$ cat config.mk
export PLATFORM = sky130hd
export DESIGN_NAME = ssfi_front
export DESIGN_NICKNAME = d
export VERILOG_FILES = /design/src/hw/rtl/ssfi_pkg.sv /design/src/hw/rtl/ssfi_front.sv
export SDC_FILE = /design/constraint.sdc
export NUM_CORES = 1
export LEC_CHECK = 0
export BUFFER_PORTS_ARGS = -buffer_cell sky130_fd_sc_hd__clkbuf_2
export CAP_MARGIN = 15
export CORE_AREA = 3 3 178 180
export CTS_CLUSTER_SIZE = 24
export DETAILED_ROUTE_END_ITERATION = 8
export DIE_AREA = 0 0 181 183
export HOLD_SLACK_MARGIN = 0.1
export PLACE_DENSITY = 0.43
export SYNTH_ARGS = -nofsm -noshare
export SYNTH_HDL_FRONTEND = slang
export SYNTH_SLANG_ARGS = --single-unit
$ cat constraint.sdc
create_clock -name clk_i -period 5.1 [get_ports clk_i]
set_clock_uncertainty 0.05 [all_clocks]
set_input_delay 1.02 -clock clk_i [delete_from_list [all_inputs] [get_ports clk_i]]
set_output_delay 1.02 -clock clk_i [all_outputs]
set_load 0.05 [all_outputs]
$ cat src/hw/rtl/ssfi_pkg.sv
`timescale 1ns / 1ps
// ----------------------------------------------------------------------------
// ssfi_pkg: shared types and constants of the surface flux integral
// Grid limits, configuration register indexes, mode codes and the classified
// node item that travels from the front end to the back end.
// ----------------------------------------------------------------------------
package ssfi_pkg;

  // Grid limits
  localparam int MAX_COLUMNS = 4096;
  localparam int COL_W       = $clog2(MAX_COLUMNS);
  localparam int COLS_REG_W  = 13;
  localparam int ROWS_REG_W  = 16;

  // Configuration port
  localparam int CFG_IDX_W  = 2;
  localparam int CFG_DATA_W = 16;

  // Front-to-back item queue
  localparam int QDEPTH = 4;
  localparam int QPTR_W = $clog2(QDEPTH);
  localparam int QCNT_W = $clog2(QDEPTH + 1);

  // Field widths
  localparam int WEIGHT_W = 17;
  localparam int COMP_W   = 32;
  localparam int RESULT_W = 64;

  typedef enum logic [CFG_IDX_W-1:0] {
    CFG_MODE    = 2'd0,
    CFG_COLUMNS = 2'd1,
    CFG_ROWS    = 2'd2
  } cfg_idx_e;

  typedef enum logic {
    MODE_CELL = 1'b0,
    MODE_NODE = 1'b1
  } mode_e;

  // One node, classified by its place in the grid
  typedef struct packed {
    mode_e                     mode;
    logic                      use_cell;  // node closes a cell (row >= 1, column >= 1)
    logic                      last;      // final node of the grid
    logic [COL_W-1:0]          addr;      // column, line buffer address
    logic [WEIGHT_W-1:0]       weight;
    logic signed [COMP_W-1:0]  vec_x;
    logic signed [COMP_W-1:0]  vec_y;
    logic signed [COMP_W-1:0]  vec_z;
    logic signed [COMP_W-1:0]  normal_x;
    logic signed [COMP_W-1:0]  normal_y;
    logic signed [COMP_W-1:0]  normal_z;
  } item_t;

endpackage

$ cat src/hw/rtl/ssfi_front.sv
`timescale 1ns / 1ps
// ----------------------------------------------------------------------------
// ssfi_front: configuration registers and node classification
// Holds mode, columns and rows, tracks the raster position of each accepted
// node and tags it with its cell role and end-of-grid flag for the back end.
// ----------------------------------------------------------------------------
module ssfi_front import ssfi_pkg::*; (
  input  logic                        clk_i,
  input  logic                        rst_ni,
  // configuration write channel
  input  logic                        cfg_valid_i,
  output logic                        cfg_ready_o,
  input  logic [CFG_IDX_W-1:0]        cfg_index_i,
  input  logic [CFG_DATA_W-1:0]       cfg_data_i,
  // node input
  input  logic                        push_i,
  input  logic [WEIGHT_W-1:0]         weight_i,
  input  logic signed [COMP_W-1:0]    vec_x_i,
  input  logic signed [COMP_W-1:0]    vec_y_i,
  input  logic signed [COMP_W-1:0]    vec_z_i,
  input  logic signed [COMP_W-1:0]    normal_x_i,
  input  logic signed [COMP_W-1:0]    normal_y_i,
  input  logic signed [COMP_W-1:0]    normal_z_i,
  // queue towards the back end
  input  logic                        q_full_i,
  output logic                        q_push_o,
  output item_t                       q_item_o,
  // grid abandoned by a register write
  output logic                        clear_o
);

  mode_e                   mode_q;
  logic [COLS_REG_W-1:0]   columns_q;
  logic [ROWS_REG_W-1:0]   rows_q;
  logic [COL_W-1:0]        col_q;
  logic [ROWS_REG_W-1:0]   row_q;

  logic                    cfg_we;
  logic                    cfg_hit;
  logic                    accept;
  logic [COLS_REG_W-1:0]   cols_m1;
  logic [COL_W-1:0]        ncol_m1;
  logic [ROWS_REG_W-1:0]   nrow_m1;
  logic                    col_last;
  logic                    row_last;

  assign cfg_ready_o = 1'b1;
  assign cfg_we      = cfg_valid_i & cfg_ready_o;
  assign accept      = push_i & ~q_full_i;

  // only a write to a known register abandons the grid
  always_comb begin
    case (cfg_index_i)
      CFG_MODE, CFG_COLUMNS, CFG_ROWS: cfg_hit = 1'b1;
      default:                         cfg_hit = 1'b0;
    endcase
  end
  assign clear_o = cfg_we & cfg_hit;

  // effective grid size, zero read as one, columns clamped to the buffer
  assign cols_m1 = columns_q - COLS_REG_W'(1);
  always_comb begin
    if (columns_q == '0) begin
      ncol_m1 = '0;
    end else if (columns_q > COLS_REG_W'(MAX_COLUMNS)) begin
      ncol_m1 = COL_W'(MAX_COLUMNS - 1);
    end else begin
      ncol_m1 = cols_m1[COL_W-1:0];
    end
  end
  assign nrow_m1 = (rows_q == '0) ? '0 : rows_q - ROWS_REG_W'(1);

  assign col_last = (col_q == ncol_m1);
  assign row_last = (row_q == nrow_m1);

  // classified item
  always_comb begin
    q_item_o.mode     = mode_q;
    q_item_o.use_cell = (row_q != '0) && (col_q != '0);
    q_item_o.last     = col_last & row_last;
    q_item_o.addr     = col_q;
    q_item_o.weight   = weight_i;
    q_item_o.vec_x    = vec_x_i;
    q_item_o.vec_y    = vec_y_i;
    q_item_o.vec_z    = vec_z_i;
    q_item_o.normal_x = normal_x_i;
    q_item_o.normal_y = normal_y_i;
    q_item_o.normal_z = normal_z_i;
  end
  assign q_push_o = accept;

  // registers and raster position
  always_ff @(posedge clk_i or negedge rst_ni) begin
    if (!rst_ni) begin
      mode_q    <= MODE_CELL;
      columns_q <= COLS_REG_W'(2);
      rows_q    <= ROWS_REG_W'(2);
      col_q     <= '0;
      row_q     <= '0;
    end else if (clear_o) begin
      case (cfg_index_i)
        CFG_MODE:    mode_q    <= mode_e'(cfg_data_i[0]);
        CFG_COLUMNS: columns_q <= cfg_data_i[COLS_REG_W-1:0];
        CFG_ROWS:    rows_q    <= cfg_data_i[ROWS_REG_W-1:0];
        default:     ;
      endcase
      col_q <= '0;
      row_q <= '0;
    end else if (accept) begin
      if (col_last) begin
        col_q <= '0;
        row_q <= row_last ? '0 : row_q + ROWS_REG_W'(1);
      end else begin
        col_q <= col_q + COL_W'(1);
      end
    end
  end

endmodule

==> impl_summary.md <==
Global routing
Across every metal layer, demand over resource in global routing totals 10.70%. The final global-route overflow total is 0. The number of global-route vias before repair is 3,824.

The initial antenna violation count was 0. The first-pass GRT wire length is 26,630 µm. Entering global routing, the biggest net connects 59 pins.

Yosys
In this run the cell area of the synthesized design comes to 5717 µm². The share of the Yosys chip area taken by registers is 25.43%. The fraction of synthesis flops using an asynchronous set or reset pin is 100.0%.

The net count of the mapped netlist is 902. After synthesis, the cell types taking the most area are buf_4, dfrtp_1, mux2_2, xnor2_1, xor2_1. Yosys printed 0 warnings. The most common flop cell mapped by yosys is dfrtp_1.

Counting every instance in the synthesized netlist gives 664. The number of enable-type register cells in the synthesized netlist is 0. The synthesized area per cell is 8.610 µm².

The number of distinct library cells after synthesis is 71. The fraction of synthesized cell area taken by the top area cell type is 27.71%. The number of flip-flops and latches in the synthesized netlist is 58. The largest total area in the synthesized netlist belongs to buf_4.

Timing
The final critical-path required period is 4.841 ns. The count of final max-slew check failures came to 0. Setup violations remaining at the end of the flow were counted as 0.

After layout, the worst path uses 94.92% of the clock period. The highest attainable clock frequency is 206.6 MHz. The normalized max-slew margin is 43.22%. The worst hold slack after final layout is 0.4720 ns. For the pin with the worst max-slew slack, the measured transition is 0.8491 ns.

Setup repair after global routing left no endpoint under its margin. Setup total negative slack on the finished layout was measured at 0 ns. The number of endpoints with negative hold slack in the final report is 0.

Placed design
The placed instance count is 877. In this run the cell area measured after placement is 4801 µm². The congestion estimate from routability-driven global placement came to 0.7687. The count of port buffers added during placement is 39. The wire-length estimate of the detail-placed layout is 15,080 µm.

Power
The areal power density over the cells is 315.2 nW/µm². VDD sags by at most 0.1514 mV. The leakage dissipation is 1.922 nW. The analysis attributes to net switching a power of 0.5717 mW. In this run, the combinational gates consume 26.8% of the power. The proportion of power drawn by flip-flops and latches is 38.1%. Net switching is 35.67% of the power. The cell-internal power is 1.031 mW. The share of total power dissipated in the clock network is 35.1%.

Die
459 I/O pins were placed. The die is 181 µm wide. The initial utilization of the core area, before any placement, comes to 18.84%. The floorplan has 64 rows. The vertical die dimension is 183 µm.

The standard cell core area is 30,350 µm². The die covers 33,120 µm².

Cells and area
The library cells used most frequently in the layout, excluding fill and tap cells, are dfrtp_1, clkbuf_2, nor2_1. For this run, the share of the core covered by cells in the final layout is 16.75%. The post-synthesis to final-layout area growth is -11.05%. The number of antenna diodes in the final layout is 0.

Summing all non-filler instances in the final layout gives an area of 5085 µm². The count of placed standard cells in the final layout, fillers left out is 893. The most common library cell in the layout ignoring fill and taps is dfrtp_1. Cells with a size suffix above 1 make up 21.93% of the layout. The number of nets in the final layout is 730.

Route
The detailed router placed 3,921 vias in this run. Dividing the detail-routed via count by the number of cells gives 4.391. The detail route stage leaves a number of antenna-violating nets equal to 0. The number of iterations in the first detailed-routing pass is 4.

The overall routed net length is 18,460 µm. In this run, the number of DRC markers left after iteration 0 of detailed routing was 136. The DRC violations left is 0. The routed length per placed instance is 20.67 µm.

Setup path
The cell type of the slowest stage on the worst timing path is or4b_2. The dominant delay contributor by cell family on the critical path is simple AND/OR/NAND/NOR gates. The data required time at the worst endpoint is 4.03 ns. The largest single stage delay on the critical path is 0.69 ns. At the worst endpoint, the arrival time is 3.77 ns. The reg-to-reg startpoint is columns_q[1]$_DFFE_PN1P_. The setup path with the least slack is of type reg -> out. The sum of buffers and inverters on the critical path is 3. The category of the worst setup path launch point is a register. In this run the worst path has a maximum fanout of 7. The launching element of the worst setup path is rows_q[0]$_DFFE_PN0P_. The critical path goes through inv_1 -> ha_1 -> or4b_2 -> nor4_4 -> buf_4 -> a21oi_1 -> o32a_1 -> a2111oi_0 -> nand4_1 -> nor2_1 -> clkbuf_4. The nature of the critical path endpoint is an output pin. Across all register-to-register paths, the minimum setup slack is 1.16 ns.

Hold path
The min-delay analysis places its worst path in the category reg -> reg. The launch instance of the worst min-delay path is mode_q$_DFFE_PN0P_.

Clock network
Gates resized during post-CTS repair numbered 1. The clock-pin slew on the worst setup and hold paths is 0.06 ns. The root buffer cell chosen for the clock tree is clkbuf_16.

TritonCTS built the clock tree. The buffer levels on the longest clock path is 2. Clock tree synthesis inserted a total of 9 buffers. The clock latency reported for the late side of the worst-skew pair is 0.34 ns. The total number of clock tree sinks is 58. The number of H-tree levels is 3. The number of setup buffers added after CTS is 0. The count of hold buffers inserted by post-cts repair is 0.

Flow run
Across the run, the number of max-cap violations was 0.

Run status
The run finished with clean final reports.
kinds of logic after synthesis:
family	share of synthesized area [%]
buffers and inverters	30.14
and+or+nand+nor	19.65
AOI/OAI and AO/OA	10.02
DFF	25.43
xor gates and xnor gates	6.588
muxes	6.610
adders and majority gates	1.488
other	0.06560
sequential cells by signal (all words and copies together) (netlist names):
register / count
rows_q: 16
columns_q: 13
row_q: 16
mode_q: 1
col_q: 12
final cells by class:
class / count / area, µm²
inverter: 15 / 56.30
tap: 396 / 495.5
clock buffer: 11 / 242.7
multi-input combinational: 361 / 2549
sequential: 58 / 1454
clock inverter: 5 / 30.03
fill: 3384 / 25260
timing repair buffer: 47 / 257.7
worst register-to-register path, stage by stage, from the launching register on:
cell,delay [ns]
dfstp_2,0.54
inv_1,0.05
ha_1,0.20
or3b_1,0.41
nor4_4,0.15
maj3_1,0.37
a2111o_1,0.40
a2111o_1,0.36
nor4_4,0.26
buf_4,0.20
nand2_2,0.18
or4_1,0.54
a21oi_1,0.15
synthesized netlist by cell type (13+ instances only):
cell	number
a21oi_1	20
buf_4	211
clkbuf_1	13
dfrtp_1	56
inv_1	14
mux2_2	30
nand2_1	30
nand3_1	28
nand4_1	13
nor2_1	35
nor3_1	16
o21ai_0	13
xnor2_1	22
xor2_1	21
worst paths after layout:
path	endpoint	cells after the start
worst max register to register	row_q[15]$_DFFE_PN0P_	12
worst max-delay path	q_item_o[221]	11
min in group asynchronous	columns_q[4]$_DFFE_PN0P_	2
max in group asynchronous	col_q[10]$_DFFE_PN0P_	2
worst min-delay path	mode_q$_DFFE_PN0P_	1
worst min register to register	mode_q$_DFFE_PN0P_	1
stage by stage:
step                      setup WS, ns  power (mW)
after floorplan                 0.5816       1.356
after global placement          0.4279       1.048
after detailed placement        0.3753       1.046
after CTS                       0.1036       1.622
after global routing           0.01497       1.698
final                           0.2592       1.603
per-layer routing:
| metal | up-vias | GRT usage (%) | routed length (µm) |
|---|---|---|---|
| met3 | 73 | 5.474 | 2274 |
| li1 | 1780 | - | - |
| met2 | 228 | 17.49 | 8710 |
| met5 | - | 0.1429 | 0 |
| met1 | 1840 | 10.95 | 6447 |
| met4 | 0 | 6.551 | 1026 |
power by group through the flow:
| stage | logic (mW) | registers, mW | clock network [mW] |
|---|---|---|---|
| final | 0.430 | 0.610 | 0.563 |
| after floorplan | 0.755 | 0.601 | 0 |
| after detailed placement | 0.430 | 0.617 | 0 |
| after global routing | 0.472 | 0.623 | 0.602 |
| after global placement | 0.432 | 0.616 | 0 |
| after CTS | 0.434 | 0.609 | 0.580 |
(Power assumes the default switching activity.)
