===== src/hw/rtl/ssfi_pkg.sv =====
`timescale 1ns / 1ps
// ----------------------------------------------------------------------------
// ssfi_pkg: shared types and constants of the surface flux integral
// Grid limits, configuration register indexes, mode codes and the classified
// node item that travels from the front end to the back end.
// ----------------------------------------------------------------------------
package ssfi_pkg;

  // Grid limits
  localparam int MAX_COLUMNS = 4096;
  localparam int COL_W       = $clog2(MAX_COLUMNS);
  localparam int COLS_REG_W  = 13;
  localparam int ROWS_REG_W  = 16;

  // Configuration port
  localparam int CFG_IDX_W  = 2;
  localparam int CFG_DATA_W = 16;

  // Front-to-back item queue
  localparam int QDEPTH = 4;
  localparam int QPTR_W = $clog2(QDEPTH);
  localparam int QCNT_W = $clog2(QDEPTH + 1);

  // Field widths
  localparam int WEIGHT_W = 17;
  localparam int COMP_W   = 32;
  localparam int RESULT_W = 64;

  typedef enum logic [CFG_IDX_W-1:0] {
    CFG_MODE    = 2'd0,
    CFG_COLUMNS = 2'd1,
    CFG_ROWS    = 2'd2
  } cfg_idx_e;

  typedef enum logic {
    MODE_CELL = 1'b0,
    MODE_NODE = 1'b1
  } mode_e;

  // One node, classified by its place in the grid
  typedef struct packed {
    mode_e                     mode;
    logic                      use_cell;  // node closes a cell (row >= 1, column >= 1)
    logic                      last;      // final node of the grid
    logic [COL_W-1:0]          addr;      // column, line buffer address
    logic [WEIGHT_W-1:0]       weight;
    logic signed [COMP_W-1:0]  vec_x;
    logic signed [COMP_W-1:0]  vec_y;
    logic signed [COMP_W-1:0]  vec_z;
    logic signed [COMP_W-1:0]  normal_x;
    logic signed [COMP_W-1:0]  normal_y;
    logic signed [COMP_W-1:0]  normal_z;
  } item_t;

endpackage


===== src/hw/rtl/ssfi_queue.sv =====
`timescale 1ns / 1ps
// ----------------------------------------------------------------------------
// ssfi_queue: short item queue between front end and back end
// Small synchronous FIFO of classified items; lets either side stall alone.
// ----------------------------------------------------------------------------
module ssfi_queue import ssfi_pkg::*; (
  input  logic   clk_i,
  input  logic   rst_ni,
  input  logic   push_i,
  input  item_t  item_i,
  output logic   full_o,
  input  logic   pop_i,
  output logic   empty_o,
  output item_t  item_o
);

  item_t               entry_q [QDEPTH];
  logic [QPTR_W-1:0]   wr_ptr_q;
  logic [QPTR_W-1:0]   rd_ptr_q;
  logic [QCNT_W-1:0]   cnt_q;
  logic                do_push;
  logic                do_pop;

  assign full_o  = (cnt_q == QCNT_W'(QDEPTH));
  assign empty_o = (cnt_q == '0);
  assign do_push = push_i & ~full_o;
  assign do_pop  = pop_i & ~empty_o;
  assign item_o  = entry_q[rd_ptr_q];

  // storage
  always_ff @(posedge clk_i) begin
    if (do_push) begin
      entry_q[wr_ptr_q] <= item_i;
    end
  end

  // pointers and fill level
  always_ff @(posedge clk_i or negedge rst_ni) begin
    if (!rst_ni) begin
      wr_ptr_q <= '0;
      rd_ptr_q <= '0;
      cnt_q    <= '0;
    end else begin
      if (do_push) begin
        wr_ptr_q <= wr_ptr_q + QPTR_W'(1);
      end
      if (do_pop) begin
        rd_ptr_q <= rd_ptr_q + QPTR_W'(1);
      end
      case ({do_push, do_pop})
        2'b10:   cnt_q <= cnt_q + QCNT_W'(1);
        2'b01:   cnt_q <= cnt_q - QCNT_W'(1);
        default: cnt_q <= cnt_q;
      endcase
    end
  end

endmodule


===== config.mk =====
export PLATFORM = sky130hd
export DESIGN_NAME = ssfi_queue
export DESIGN_NICKNAME = d
export VERILOG_FILES = /design/src/hw/rtl/ssfi_pkg.sv /design/src/hw/rtl/ssfi_queue.sv
export SDC_FILE = /design/constraint.sdc
export NUM_CORES = 1
export LEC_CHECK = 0
export BUFFER_PORTS_ARGS = -buffer_cell sky130_fd_sc_hd__buf_2
export CAP_MARGIN = 40
export CORE_MARGIN = 5
export CORE_UTILIZATION = 40
export DETAILED_ROUTE_END_ITERATION = 10
export GPL_TIMING_DRIVEN = 0
export HOLD_SLACK_MARGIN = 0.02
export PLACE_DENSITY = 0.56
export REMOVE_ABC_BUFFERS = 1
export SKIP_LAST_GASP = 1
export SYNTH_ARGS = -nofsm -noshare
export SYNTH_HDL_FRONTEND = slang
export SYNTH_SLANG_ARGS = --single-unit
export TNS_END_PERCENT = 20

===== constraint.sdc =====
create_clock -name clk_i -period 7.6 [get_ports clk_i]
set_input_delay 0.38 -clock clk_i [delete_from_list [all_inputs] [get_ports clk_i]]
set_output_delay 0.38 -clock clk_i [all_outputs]
set_load 0.005 [all_outputs]

==> impl_metrics.tcl, run 1 <==
set metrics [dict create \
    path_clk_slew_ns 0.06 \
    die_h_um 296 \
    r2r_setup_slack_ns 4.80 \
    rsz0062_at_grt "no" \
    drtPass1Iterations 5 \
    ctsHoldBuffers 225 \
    wirelength_um 68500 \
    fmax_mhz 296 \
    synth.top_cells.by_count "896 x edfxtp_1, 224 x mux4_2, 26 x buf_2" \
    grt_max_degree 52 \
    hold_viol 0 \
    drv_cap 0 \
    cts_max_path_buffers 3 \
    ys_seq_area_share_pct 82.8 \
    avgSynthCellArea_sq_um 27.1 \
    viasPerCell 4.91 \
    power_frac_comb_pct 28.6 \
    setup_violations 0 \
    post_cts_resized 0 \
    hold_depth 3 \
    ys_top_cells_by_area "edfxtp_1 82%, mux4_2 15%, buf_6 0.59%" \
    grtUsageTotal_pct 15.4 \
    cts_sinks 903 \
    synth_edf_count 896 \
    worst_setup_path_start_kind "register" \
    overflow 0 \
    ys_types 21 \
    cts_tree "built" \
    ys_async_sr_fraction_pct 0.775 \
    yosys.area.top_type "edfxtp_1" \
    min_path_type "primary input to register" \
    whs_ns 0.149 \
    worstMarginPinSlew_ns 0.750 \
    r2r-start "cnt_q[2]" \
    fillCellCount 6324 \
    ir_worst_vdd_mv 0.244 \
    clock_power_share_pct 28.7 \
    p_sw_share_pct 27.4 \
    outcome "finished, final reports clean" \
    numPortBuffers 453 \
    dr.first_iter.drc_count 762 \
    core-area_sq_um 80800 \
    postCtsSetupBuffers 0 \
    reg2reg_to "entry_q[2][114]" \
    grt_pass1_wl_um 103000 \
    worst_hold_path.endpoint "rd_ptr_q[0]" \
    yosys.area.top_type_share_pct 82.2 \
    cts_made_buffers 94 \
    htree_num_levels 3 \
    vias 15200 \
    period_minus_slack_ns 3.38 \
    num_io_pins 454 \
    power.density_nw_per_um2 376 \
    die_w_um 296 \
    switchingPower_uw 4360 \
    area_delta_synth_final_pct 29.0 \
    nNetsFinal 2197 \
    drc 0 \
    max_slew_margin_pct 50.0 \
    post-route-period-util_pct 44.5 \
    hold_start "pop_i" \
    post_drt_wl_per_cell_um 22.1 \
    initial_core_util_pct 40.5 \
    rows 104 \
    ys_warn_count 0 \
    die-area_sq_um 87600 \
    setup.worst_path.class "register to primary output" \
    required_ns 7.22 \
    cts_root_buf "clkbuf_16" \
    end_kind "primary output" \
    yosys_most_used_dff "edfxtp_1" \
    syn_inst 1207 \
    hpwl_um 41900 \
    routabilityCongestion 0.695 \
    synth_area_sq_um 32700 \
    clk_latency_ns 0.62 \
    pwr-share-seq_pct 42.7 \
    synth-seq-cells 903 \
    antenna_found_initial 5 \
    critPathArrivalTime_ns 3.00 \
    p_int_uw 11500 \
    crit_start "rd_ptr_q[0]" \
    grt_pass1_vias 16900 \
    setup-tns-final_ns 0 \
    antenna_left 0 \
    cp_max_fo 37 \
    synth_most_common_cell "edfxtp_1" \
    fin_skew_ns 0.0195 \
    drv_slew 0 \
    drive_above_1_share_pct 41.4 \
    power.leakage_uw 0.0144 \
    r2r_cells 5 \
]
[worst max path at each step]
stage	slack, ns	end
3_3_place_gp	-7.08	item_o[87]
4_1_cts	4.05	item_o[123]
5_1_grt	3.92	item_o[134]
3_5_place_dp	4.74	entry_q[2][130]
2_1_floorplan	-2.08	item_o[0]
6_report	4.22	item_o[154]
[metal layers]
metal	vias up	global-route usage, %	share of wire, %
met4	4	3.90	2.2
met2	373	27.1	52
met3	117	4.44	6.7
met5	-	0	0.031
met1	7939	19.1	39
li1	6795	-	-
[through the flow]
step / power, uW / cell area (sq um) / setup slack [ns] / instances / utilization (%)
2_1_floorplan: 10100 / 32400 / -2.08 / 1157 / -
3_5_place_dp: 11500 / 36800 / 4.74 / 2702 / 45.6
5_1_grt: 16700 / 42200 / 3.92 / 3096 / 52.2
6_report: 15900 / 42200 / 4.22 / 3099 / 52.2
4_1_cts: 16300 / 42200 / 4.05 / 3096 / 52.2
3_3_place_gp: 11800 / 36000 / -7.08 / 2670 / 44.5
[layout make-up]
class                   instances  area, sq um  area share, %
diodes                          3         7.51         0.0178
multi-input cells             248         5270           12.5
clock buffers                 117         2480           5.88
well taps                    1060         1330           3.14
flip-flops and latches        903        27100           64.2
repair buffers                710         5390           12.8
inverters                       6         22.5         0.0534
clock inverters                52          622           1.47
[cells by family after synthesis]
group                    after synthesis  synth area share [%]
flip-flops                           903                  82.8
multiplexers                         226                  15.5
buffers and inverters                 56                  1.14
AND/OR/NAND/NOR                        9                 0.157
XOR/XNOR                               6                 0.161
adder cells (fa/ha/maj)                6                 0.252
AO/OA/AOI/OAI                          1                0.0268
[power groups by stage]
stage | sequential [uW] | clock [uW] | combinational (uW)
after floorplan | 7450 | 0 | 2660
after global placement | 7820 | 0 | 3980
after detailed placement | 6900 | 0 | 4640
after CTS | 6800 | 4690 | 4750
after global routing | 6870 | 4920 | 4940
final | 6790 | 4550 | 4550
[critical path, stage by stage, from the launching register on]
cell and delay [ns]:
dfrtp_4 0.70, buf_16 0.30, buf_16 0.34, buf_16 0.27, mux4_2 0.54, buf_2 0.15
[sequential cells by signal, indices dropped and copies added, names as in the netlist]
signal,cells
rd_ptr_q,2
entry_q,896
cnt_q,3
wr_ptr_q,2
[layout by cell type (no fill, tap or decap), types with 3 or more instances in the layout]
cell / count
clkinv_1: 21
xor2_1: 3
inv_16: 3
clkbuf_16: 96
buf_2: 453
bufinv_16: 12
clkinvlp_4: 4
clkinv_2: 9
diode_2: 3
inv_1: 6
edfxtp_1: 896
ha_1: 5
buf_16: 30
xnor2_1: 3
and2_4: 4
dfrtp_1: 5
dlygate4sd3_1: 225
mux4_2: 224
clkbuf_1: 21
Note: power is estimated with default switching activity, not from simulation.
==> inputs of run 2 (changes only) <==
Clock period 7.6 ns to 3.3 ns, I/O delays scaled along.
==> run 2 against run 1 <==
Net effect: cell count grew 0.16%; clock power is 130% higher; die area unchanged; sequential power up 130%.
==> impl_metrics.tcl, run 2 (synthesis gave the netlist of run 1 again) <==
set metrics [dict create \
    outcome "finished, final reports clean" \
    die_h_um 296 \
    antenna_found_initial 3 \
    nNetsFinal 2202 \
    cts_root_buf "clkbuf_16" \
    p_total_uw 36600 \
    hold_viol 0 \
    hold_start "item_i[119]" \
    numPortBuffers 453 \
    worstMarginPinSlew_ns 0.739 \
    cts_tree "built" \
    reg.largest.list "entry_q (896), cnt_q (3)" \
    area_delta_synth_final_pct 29.1 \
    r2r_setup_slack_ns 0.51 \
    die_w_um 296 \
    wirelength_um 68800 \
    power.leakage_uw 0.0145 \
    grt_max_degree 52 \
    cp_max_fo 37 \
    grt_pass1_wl_um 103000 \
    routabilityCongestion 0.695 \
    overflow 0 \
    r2r-start "cnt_q[2]" \
    fmax_mhz 352 \
    grt_pass1_vias 16900 \
    path_clk_slew_ns 0.06 \
    cts_sinks 903 \
    period_minus_slack_ns 2.84 \
    drv_cap 0 \
    critPathArrivalTime_ns 2.68 \
    mostFrequentLayoutCells "896 x edfxtp_1, 453 x buf_2, 228 x dlygate4sd3_1" \
    layout_commonest_cell "edfxtp_1" \
    num_io_pins 454 \
    end_kind "primary output" \
    antenna_left 0 \
    cts_max_path_buffers 3 \
    post-route-period-util_pct 86.2 \
    worst_hold_path.endpoint "entry_q[2][119]" \
    min_path_type "primary input to register" \
    ir_worst_vdd_mv 0.539 \
    drc 0 \
    die-area_sq_um 87600 \
    required_ns 3.13 \
    reg2reg_to "entry_q[2][114]" \
    setup-tns-final_ns 0 \
    htree_num_levels 3 \
    dr.first_iter.drc_count 778 \
    largest_register_ffs 896 \
    drtPass1Iterations 5 \
    post_drt_wl_per_cell_um 22.2 \
    power.density_nw_per_um2 867 \
    hold_depth 2 \
    rsz0062_at_grt "no" \
    vias 15300 \
    hpwl_um 41900 \
    setup.worst_path.class "register to primary output" \
    drv_slew 0 \
    post_cts_resized 0 \
    cts_made_buffers 94 \
    rows 104 \
    whs_ns 0.285 \
    initial_core_util_pct 40.5 \
    grtUsageTotal_pct 15.5 \
    core-area_sq_um 80800 \
    setup_violations 0 \
    max_slew_margin_pct 50.7 \
    largest-register "entry_q" \
    fin_skew_ns 0.0198 \
    r2r_cells 5 \
    viasPerCell 4.91 \
    drive_above_1_share_pct 41.4 \
    worst_setup_path_start_kind "register" \
    clk_latency_ns 0.62 \
]
run 2: cell count changes in the layout (fill, tap and decap cells not counted), sizes merged:
cell | before | now
buf | 485 | 487
dlygate4sd3 | 225 | 228
run 2: what timing repair did:
action | in CTS | in global routing
hold buffers | 228 | 0
setup endpoints to repair | 23 | 0
endpoints found under the hold margin | 906 | 0
setup buffers | 2 | 0
run 2: worst max path at each step:
stage                       to  slack [ns]   startpoint
2_1_floorplan        item_o[0]       -6.16  rd_ptr_q[0]
3_3_place_gp        item_o[87]      -11.17  rd_ptr_q[0]
3_5_place_dp   entry_q[2][130]        0.44     cnt_q[2]
4_1_cts            item_o[123]        0.32  rd_ptr_q[0]
5_1_grt            item_o[134]        0.23  rd_ptr_q[0]
6_report           item_o[154]        0.46  rd_ptr_q[0]
run 2: critical path, stage by stage, from the launching register on:
cell and delay, ns:
dfrtp_4 0.44, buf_16 0.25, buf_16 0.34, buf_16 0.27
mux4_2 0.55, buf_2 0.15
run 2: final cells by class:
cell class / instances / area, sq um
multi-input cells: 248 / 5270
clock inverters: 52 / 622
flip-flops and latches: 903 / 27100
diodes: 3 / 7.51
inverters: 6 / 22.5
well taps: 1060 / 1330
clock buffers: 117 / 2480
fillers: 6326 / 38600
repair buffers: 715 / 5430
run 2: stage by stage:
stage                     std cells  instance area (sq um)  utilization [%]  setup slack, ns
after floorplan                1157                  32400                -            -6.16
after global placement         2670                  36000             44.5           -11.17
after detailed placement       2702                  36800             45.6            0.441
after CTS                      3101                  42200             52.3            0.320
after global routing           3101                  42200             52.3            0.229
final                          3104                  42200             52.3            0.456
run 2: where the power goes:
part | internal, uW | switching, uW | total, uW | leakage, uW
logic | 5160 | 5420 | 10600 | 0.00468
registers | 15100 | 436 | 15600 | 0.00829
clock network | 6290 | 4200 | 10500 | 0.00150
total | 26600 | 10100 | 36600 | 0.0145
run 2: metal layers:
layer	vias up	track usage, %	part of all wire (%)
met2	372	27.2	52
met4	0	3.90	2.2
met3	114	4.35	6.6
met5	-	0	0
met1	7963	19.2	39
li1	6804	-	-
